`src/rtl/qfsp_pkg.sv`:
```
// ----------------------------------------------------------------------------
// qfsp_pkg: shared types and constants for the quadratic-fit smoother
// Holds the tap count, Q2.16 coefficient rows, the controller command
// struct and the Q16.16 output saturation.
// ----------------------------------------------------------------------------
package qfsp_pkg;

	localparam int TAPS   = 10;
	localparam int TAP_W  = 4;   // index bits for TAPS entries
	localparam int COEF_W = 18;  // Q2.16 signed
	localparam int RES_W  = 32;  // Q16.16 result

	typedef logic [TAP_W-1:0]         tap_idx_t;
	typedef logic signed [COEF_W-1:0] coef_t;
	typedef logic signed [RES_W-1:0]  res_t;

	// Commands from the controller to the datapath
	typedef struct packed {
		logic     load;      // store a new sample, clear accumulators
		logic     issue;     // multiply one tap
		tap_idx_t tap;       // tap number, 0 = newest sample
		logic     load_out;  // latch saturated sums into output register
	} qfsp_cmd_t;

	// Fitted value at the newest sample, newest tap first
	function automatic coef_t coef_now(input tap_idx_t k);
		coef_t c;
		unique case (k)
			4'd0:    c = 18'sd40513;
			4'd1:    c = 18'sd25023;
			4'd2:    c = 18'sd12511;
			4'd3:    c = 18'sd2979;
			4'd4:    c = -18'sd3575;
			4'd5:    c = -18'sd7149;
			4'd6:    c = -18'sd7745;
			4'd7:    c = -18'sd5362;
			4'd8:    c = 18'sd0;
			4'd9:    c = 18'sd8341;
			default: c = 18'sd0;
		endcase
		return c;
	endfunction

	// One-step-ahead extrapolation row
	function automatic coef_t coef_ahead(input tap_idx_t k);
		coef_t c;
		unique case (k)
			4'd0:    c = 18'sd58982;
			4'd1:    c = 18'sd32768;
			4'd2:    c = 18'sd12015;
			4'd3:    c = -18'sd3277;
			4'd4:    c = -18'sd13107;
			4'd5:    c = -18'sd17476;
			4'd6:    c = -18'sd16384;
			4'd7:    c = -18'sd9830;
			4'd8:    c = 18'sd2185;
			4'd9:    c = 18'sd19661;
			default: c = 18'sd0;
		endcase
		return c;
	endfunction

	// Clamp a wide sum to signed 32 bits
	function automatic res_t sat_res(input logic signed [63:0] v);
		res_t r;
		if (v > 64'sd2147483647) begin
			r = 32'sh7fffffff;
		end else if (v < -64'sd2147483648) begin
			r = 32'sh80000000;
		end else begin
			r = v[RES_W-1:0];
		end
		return r;
	endfunction

endpackage

```
`src/rtl/qfsp_ctrl.sv`:
```
// ----------------------------------------------------------------------------
// qfsp_ctrl: sequencer for the quadratic-fit smoother
// Accepts a sample, steps the shared multiply-accumulate over all taps,
// then hands the result to the output register and tracks its valid flag.
// ----------------------------------------------------------------------------
module qfsp_ctrl
	import qfsp_pkg::*;
(
	input  logic      clk,
	input  logic      arst_n,
	input  logic      in_valid,
	output logic      in_ready,
	output logic      out_valid,
	input  logic      out_ready,
	output qfsp_cmd_t cmd
);

	typedef enum logic [1:0] {
		ST_IDLE,
		ST_MAC,
		ST_FLUSH,
		ST_RESULT
	} state_t;

	state_t   state_q;
	tap_idx_t tap_q;
	logic     out_valid_q;
	logic     load_out;

	assign in_ready  = (state_q == ST_IDLE);
	assign out_valid = out_valid_q;
	assign load_out  = (state_q == ST_RESULT) && (!out_valid_q || out_ready);

	// Commands
	always_comb begin
		cmd.load     = in_valid && in_ready;
		cmd.issue    = (state_q == ST_MAC);
		cmd.tap      = tap_q;
		cmd.load_out = load_out;
	end

	// State, tap counter and output valid
	always_ff @(posedge clk or negedge arst_n) begin
		if (!arst_n) begin
			state_q     <= ST_IDLE;
			tap_q       <= '0;
			out_valid_q <= 1'b0;
		end else begin
			if (load_out) begin
				out_valid_q <= 1'b1;
			end else if (out_ready) begin
				out_valid_q <= 1'b0;
			end

			unique case (state_q)
				ST_IDLE: begin
					tap_q <= '0;
					if (in_valid) begin
						state_q <= ST_MAC;
					end
				end
				ST_MAC: begin
					if (tap_q == tap_idx_t'(TAPS - 1)) begin
						state_q <= ST_FLUSH;
					end else begin
						tap_q <= tap_q + 1'b1;
					end
				end
				ST_FLUSH: begin
					state_q <= ST_RESULT;
				end
				ST_RESULT: begin
					if (load_out) begin
						state_q <= ST_IDLE;
					end
				end
				default: begin
					state_q <= ST_IDLE;
				end
			endcase
		end
	end

endmodule

```
`src/rtl/qfsp_datapath.sv`:
```
// ----------------------------------------------------------------------------
// qfsp_datapath: sample ring, shared multipliers and accumulators
// One tap per cycle is read from the ring, multiplied by both coefficient
// rows, registered, then added into two accumulators.
// ----------------------------------------------------------------------------
module qfsp_datapath
	import qfsp_pkg::*;
#(
	parameter int SAMPLE_WIDTH = 16
) (
	input  logic                           clk,
	input  logic                           arst_n,
	input  qfsp_cmd_t                      cmd,
	input  logic signed [SAMPLE_WIDTH-1:0] sample,
	output res_t                           current_estimate,
	output res_t                           predicted_next
);

	localparam int PROD_W = SAMPLE_WIDTH + COEF_W;
	// coefficient magnitudes sum below 2^18 per row
	localparam int ACC_W  = SAMPLE_WIDTH + 20;

	logic signed [SAMPLE_WIDTH-1:0] ring_q [TAPS];
	tap_idx_t                       wp_q;
	tap_idx_t                       wp_next;
	tap_idx_t                       rd_idx_q;
	logic signed [SAMPLE_WIDTH-1:0] x_rd;
	logic signed [PROD_W-1:0]       prod_now_s1;
	logic signed [PROD_W-1:0]       prod_ahead_s1;
	logic                           prod_vld_s1;
	logic signed [ACC_W-1:0]        acc_now_q;
	logic signed [ACC_W-1:0]        acc_ahead_q;
	res_t                           cur_q;
	res_t                           pred_q;

	assign wp_next = (wp_q == tap_idx_t'(TAPS - 1)) ? '0 : wp_q + 1'b1;
	assign x_rd    = ring_q[rd_idx_q];

	// Ring write and read pointer, walking newest to oldest
	always_ff @(posedge clk or negedge arst_n) begin
		if (!arst_n) begin
			for (int i = 0; i < TAPS; i++) begin
				ring_q[i] <= '0;
			end
			wp_q     <= '0;
			rd_idx_q <= '0;
		end else begin
			if (cmd.load) begin
				ring_q[wp_next] <= sample;
				wp_q            <= wp_next;
				rd_idx_q        <= wp_next;
			end else if (cmd.issue) begin
				rd_idx_q <= (rd_idx_q == '0) ? tap_idx_t'(TAPS - 1) : rd_idx_q - 1'b1;
			end
		end
	end

	// Product stage
	always_ff @(posedge clk or negedge arst_n) begin
		if (!arst_n) begin
			prod_vld_s1 <= 1'b0;
		end else begin
			prod_vld_s1 <= cmd.issue;
		end
	end

	always_ff @(posedge clk) begin
		prod_now_s1   <= PROD_W'(x_rd) * PROD_W'(coef_now(cmd.tap));
		prod_ahead_s1 <= PROD_W'(x_rd) * PROD_W'(coef_ahead(cmd.tap));
	end

	// Accumulate and output register
	always_ff @(posedge clk) begin
		if (cmd.load) begin
			acc_now_q   <= '0;
			acc_ahead_q <= '0;
		end else if (prod_vld_s1) begin
			acc_now_q   <= acc_now_q + ACC_W'(prod_now_s1);
			acc_ahead_q <= acc_ahead_q + ACC_W'(prod_ahead_s1);
		end
		if (cmd.load_out) begin
			cur_q  <= sat_res(64'(acc_now_q));
			pred_q <= sat_res(64'(acc_ahead_q));
		end
	end

	assign current_estimate = cur_q;
	assign predicted_next   = pred_q;

endmodule

```
`src/rtl/quadratic_fit_smoother_predictor.sv`:
```
// ----------------------------------------------------------------------------
// quadratic_fit_smoother_predictor: 10-tap quadratic-fit smoother/predictor
// Keeps the last ten samples and gives the least-squares quadratic value at
// the newest sample and one step ahead, both Q16.16 and saturated.
//
// Channel  Handshake            Beat contents
// in       in_valid/in_ready    sample (SAMPLE_WIDTH bits, signed)
// out      out_valid/out_ready  current_estimate, predicted_next (32b signed)
//
// Each item is accepted, then swept through the shared pair of multipliers
// over all ten taps (one tap per cycle), then the product register drains
// and the output register loads.
// The output register lets the next sample be accepted while a result waits.
// Reset clears the sample ring and write position at once; no clearing pass.
// A stalled output holds the block in its result state until the beat is taken.
// ----------------------------------------------------------------------------
module quadratic_fit_smoother_predictor
	import qfsp_pkg::*;
#(
	parameter int SAMPLE_WIDTH = 16
) (
	input  logic                           clk,
	input  logic                           arst_n,
	input  logic                           in_valid,
	output logic                           in_ready,
	input  logic signed [SAMPLE_WIDTH-1:0] sample,
	output logic                           out_valid,
	input  logic                           out_ready,
	output res_t                           current_estimate,
	output res_t                           predicted_next
);

	qfsp_cmd_t cmd;

	qfsp_ctrl u_ctrl (
		.clk       (clk),
		.arst_n    (arst_n),
		.in_valid  (in_valid),
		.in_ready  (in_ready),
		.out_valid (out_valid),
		.out_ready (out_ready),
		.cmd       (cmd)
	);

	qfsp_datapath #(
		.SAMPLE_WIDTH (SAMPLE_WIDTH)
	) u_dp (
		.clk              (clk),
		.arst_n           (arst_n),
		.cmd              (cmd),
		.sample           (sample),
		.current_estimate (current_estimate),
		.predicted_next   (predicted_next)
	);

endmodule

```
`config.mk`:
```
export PLATFORM = sky130hd
export DESIGN_NAME = quadratic_fit_smoother_predictor
export DESIGN_NICKNAME = d
export VERILOG_FILES = /design/src/rtl/qfsp_pkg.sv /design/src/rtl/qfsp_ctrl.sv /design/src/rtl/qfsp_datapath.sv /design/src/rtl/quadratic_fit_smoother_predictor.sv
export SDC_FILE = /design/constraint.sdc
export NUM_CORES = 2
export LEC_CHECK = 0
export BUFFER_PORTS_ARGS = -buffer_cell sky130_fd_sc_hd__clkbuf_2
export CAP_MARGIN = 25
export CORE_ASPECT_RATIO = 1.5
export CORE_MARGIN = 1
export CORE_UTILIZATION = 25
export CTS_CLUSTER_DIAMETER = 60
export DETAILED_ROUTE_END_ITERATION = 10
export PLACE_DENSITY = 0.51
export SYNTH_ARGS = -nofsm -noshare
export SYNTH_HDL_FRONTEND = slang
export SYNTH_SLANG_ARGS = --single-unit
```
`constraint.sdc`:
```
create_clock -name clk -period 16.04 [get_ports clk]
set_input_delay 0.802 -clock clk [delete_from_list [all_inputs] [get_ports clk]]
set_output_delay 0.802 -clock clk [all_outputs]
set_load 0.03 [all_outputs]
```
==> results.md <==
Logic synthesis:
- Averaged over all synthesized cells, the footprint is 9.98 µm².
- After synthesis, the largest family of logic cells by area is adder cells.
- After synthesis, flip-flops and latches occupy 24.2% of the total area.
- Of the total synthesized cell area, the portion taken by full adders, half adders and majority gates is 36.6%.
- The multiplexer share of the synthesized area is 8.65%.
- Yosys printed 0 warnings.
- The most numerous cell in the Yosys netlist is sky130_fd_sc_hd__inv_1.
- The synthesized design devotes to its leading area cell type 28.2% of total area.
- By count the netlist is led by 654 x sky130_fd_sc_hd__inv_1, 532 x sky130_fd_sc_hd__fa_1, 347 x sky130_fd_sc_hd__nor2_1.
- The complex-gate fraction of the synthesized area is 9.36%.
- The cell count after synthesis is 3780.
- The synthesized cell area is 37700 µm².
- By area the synthesized netlist is led by sky130_fd_sc_hd__fa_1 28%, sky130_fd_sc_hd__dfrtp_1 12%, sky130_fd_sc_hd__ha_1 8.4%.
- The xor/xnor cell area share of the yosys netlist is 3.11%.
- The share of flip-flops with an asynchronous set or reset is 46.3%.
- The synthesized design contains 64 enable-type register cells.
- The biggest area contributor in the post-synthesis netlist is sky130_fd_sc_hd__fa_1.
- The number of register bits inferred by synthesis is 380.
- The synthesized netlist devotes 10.1% of its cell area to simple gates.
- The most used flip-flop cell after synthesis is sky130_fd_sc_hd__dfrtp_1.
- The post-synth net total is 4585.
- The distinct cell type count of the synthesized netlist is 77.

Placement:
- Port buffering added 85 buffers.
- Summed over all nets, the half-perimeter wirelength after detailed placement is 81000 µm.
- Routability-driven placement finished with a final weighted congestion of 0.899.

Routing:
- The ratio of routed vias to standard cells is 4.53.
- For this run, design rule violations remaining after detail routing come to 0.
- The average routed wire per standard cell is 17.8 µm.
- The number of DRC violations after detailed-routing iteration 0 is 1318.
- The detailed-route via count is 26300.
- The detail route stage leaves a number of antenna-violating nets equal to 0.
- The first-pass iteration count of the detailed router is 7.
- The routed design has 103000 µm of wire.

GRT:
- The total grt overflow is 0.
- The initial antenna violation count is 7.
- The met2 usage is 26.0%.
- The highest-utilization routing layer at the global route stage is met2.
- The global routing met1 resource utilization is 14.9%.
- For this run, the total global-route usage over all layers was measured as 13.8%.
- Entering global routing, the biggest net connects 100 pins.
- The global routing usage on met3 is 1.68%.
- The first global-routing pass estimated 165000 µm of wire.
- The via count of the first global-routing pass came to 29200.

CTS:
- The clock reaches the later pin of the worst-skew pair after 0.62 ns.
- The number of clock buffers added by TritonCTS is 43.
- The number of buffers inserted for hold repair after clock tree synthesis is 0.
- The master cell of the clock root buffer is sky130_fd_sc_hd__clkbuf_16.
- TritonCTS built the clock tree.
- The clock passes through at most 3 buffers.
- The clock-pin slew on the worst setup and hold paths is 0.06 ns.
- The number of setup buffers added after CTS is 0.
- The number of cells upsized or downsized after cts is 0.
- The total clock sinks is 380.
- The maximum level of the CTS H-tree is 2.

Final layout:
- The number of inserted filler cells in the final layout is 15800.
- The net count reported at finish is 4632.
- Cells with a size suffix above 1 make up 11.5% of the layout.
- The multi-input combinational cells in the finished layout cover a total of 25600 µm².
- The area taken by flip-flops and latches is 9130 µm².
- Compared with the post-synthesis result, the final layout area differs by 11.6%.

Floorplanning:
- Once the floorplan was initialized, standard cells occupied 25.2% of the core.
- During I/O placement, the number of pins put on the boundary was 86.
- In this run the core area contains 174 standard-cell rows.
- In this run the standard cell core region covers 150000 µm².
- The floorplan step defined a die boundary enclosing 153000 µm².
- In this run the horizontal extent of the chip is 319 µm.
- The floorplan step set the die height to 478 µm.

Timing:
- Based on the critical path, the design can be clocked at up to 0.117 GHz.
- The worst max-slew margin expressed relative to the limit is 32.1%.
- Dividing the final minimum period by the clock period gives 53.5%.
- The clock skew after layout is 0.0269 ns.
- The hold violation count in the final report is 0.
- Summed over all failing endpoints, the final setup total negative slack is 0 ns.
- Final hold analysis gives a worst-case slack of 0.300 ns.
- Setup violations remaining at the end of the flow were counted as 0.
- At the pin with the least slew margin, the transition time is 1.02 ns.
- The max-slew violation total from the final report is 0.
- Setup repair after global routing left no endpoint under its margin.
- After layout, the minimum clock period comes to 8.58 ns.

Run status:
- The flow ran to the end, and the final reports show no timing, DRC or antenna violations.

Setup path:
- At the worst endpoint, the required time is 16.54 ns.
- The slowest cell on the critical path is sky130_fd_sc_hd__o22a_1.
- The most numerous cell on the critical path is sky130_fd_sc_hd__fa_1.
- The worst setup path is launched from a flip-flop.
- The type of destination of the critical path is a flip-flop.
- Together, buffers and inverters on the worst path number 5.
- On the critical path the largest part of the delay comes from adder cells.
- The path type of the worst setup path is reg -> reg.
- STA puts the critical path data arrival time at 9.08 ns.
- In this design, the stage delay of the slowest critical-path cell is 0.77 ns.
- The peak fanout along the critical path is 30.

Min path:
- The worst hold path belongs to the class in -> async.

Job:
- The count of maximum capacitance violations is 0.
## per-stage QoR
step | setup slack, ns | cell area (µm²) | utilization, % | std cells
after global routing | 6.85 | 42100 | 28.1 | 5794
after floorplan | 8.75 | 37700 | - | 3780
final | 7.46 | 42100 | 28.1 | 5794
after CTS | 7.27 | 42100 | 28.1 | 5790
after detailed placement | 7.29 | 40600 | 27.1 | 5715
after global placement | 7.33 | 40500 | 27.0 | 5709
## sequential cells by signal, summed over array words and instances, names as in the netlist, 2 cells and up
register and count:
u_dp.prod_ahead_s1 34, u_dp.acc_now_q 36, u_dp.acc_ahead_q 36, u_ctrl.tap_q 4, u_dp.current_estimate 32, u_dp.prod_now_s1 34, u_dp.ring_q 160, u_dp.predicted_next 32
u_ctrl.state_q 2, u_dp.wp_q 4, u_dp.rd_idx_q 4
## layout by cell type (no fill, tap or decap), types with 16 or more instances in the layout
| cell type | count |
|---|---|
| sky130_fd_sc_hd__inv_1 | 654 |
| sky130_fd_sc_hd__nor2_1 | 345 |
| sky130_fd_sc_hd__a21oi_1 | 139 |
| sky130_fd_sc_hd__nor2b_1 | 16 |
| sky130_fd_sc_hd__dfrtp_1 | 174 |
| sky130_fd_sc_hd__fa_1 | 532 |
| sky130_fd_sc_hd__xnor2_1 | 89 |
| sky130_fd_sc_hd__a211oi_1 | 25 |
| sky130_fd_sc_hd__clkbuf_2 | 84 |
| sky130_fd_sc_hd__nand3_1 | 40 |
| sky130_fd_sc_hd__mux4_2 | 32 |
| sky130_fd_sc_hd__and2_1 | 27 |
| sky130_fd_sc_hd__o21a_1 | 77 |
| sky130_fd_sc_hd__mux2i_1 | 74 |
| sky130_fd_sc_hd__buf_4 | 54 |
| sky130_fd_sc_hd__o21ai_0 | 88 |
| sky130_fd_sc_hd__dfxtp_1 | 140 |
| sky130_fd_sc_hd__o21bai_1 | 18 |
| sky130_fd_sc_hd__mux2_2 | 160 |
| sky130_fd_sc_hd__ha_1 | 253 |
| sky130_fd_sc_hd__a21o_1 | 63 |
| sky130_fd_sc_hd__o21ai_1 | 16 |
| sky130_fd_sc_hd__nor3_1 | 22 |
| sky130_fd_sc_hd__clkbuf_16 | 43 |
| sky130_fd_sc_hd__xor2_1 | 45 |
| sky130_fd_sc_hd__edfxtp_1 | 64 |
| sky130_fd_sc_hd__nand2_1 | 298 |
| sky130_fd_sc_hd__nand2b_1 | 54 |
## routing by layer
metal	part of all wire, %	routed length [µm]
met4	5.7	5880
met1	38	39300
met2	53	54600
met5	0.067	69
met3	3.2	3250
## area by class of cell
type	instances	area share [%]
timing repair buffer	147	2.37
clock inverter	20	0.695
sequential	380	21.7
tap	1936	5.75
clock buffer	55	2.80
multi-input combinational	2600	60.9
antenna	1	0.00594
inverter	655	5.84
## path summary, 6_finish.rpt
kind / start / endpoint / slack, ns / cells after the start
worst max-delay path: u_dp.rd_idx_q[0] / u_dp.prod_now_s1[32] / 7.46 / 26
worst min-delay path: arst_n / u_dp.ring_q[97] / 0.30 / 1
worst max register to register: u_dp.rd_idx_q[0] / u_dp.prod_now_s1[32] / 7.46 / 26
worst min register to register: u_dp.acc_ahead_q[29] / u_dp.acc_ahead_q[29] / 0.48 / 2
max in group asynchronous: arst_n / u_dp.prod_vld_s1 / 14.56 / 3
min in group clk: u_dp.acc_ahead_q[29] / u_dp.acc_ahead_q[29] / 0.48 / 2
## kinds of logic (layout without fill, tap and decap cells)
family / count (synthesis) / after routing
AND/OR/NAND/NOR: 874 / 874
buffers and inverters: 800 / 877
adder cells (fa/ha/maj): 785 / 785
AO/OA/AOI/OAI: 541 / 541
flip-flops: 380 / 380
multiplexers: 266 / 266
XOR/XNOR: 134 / 134
other: 0 / 1
Power is not shown: default switching activity piles up to over one toggle a cycle in this logic, so the estimate is an artifact.
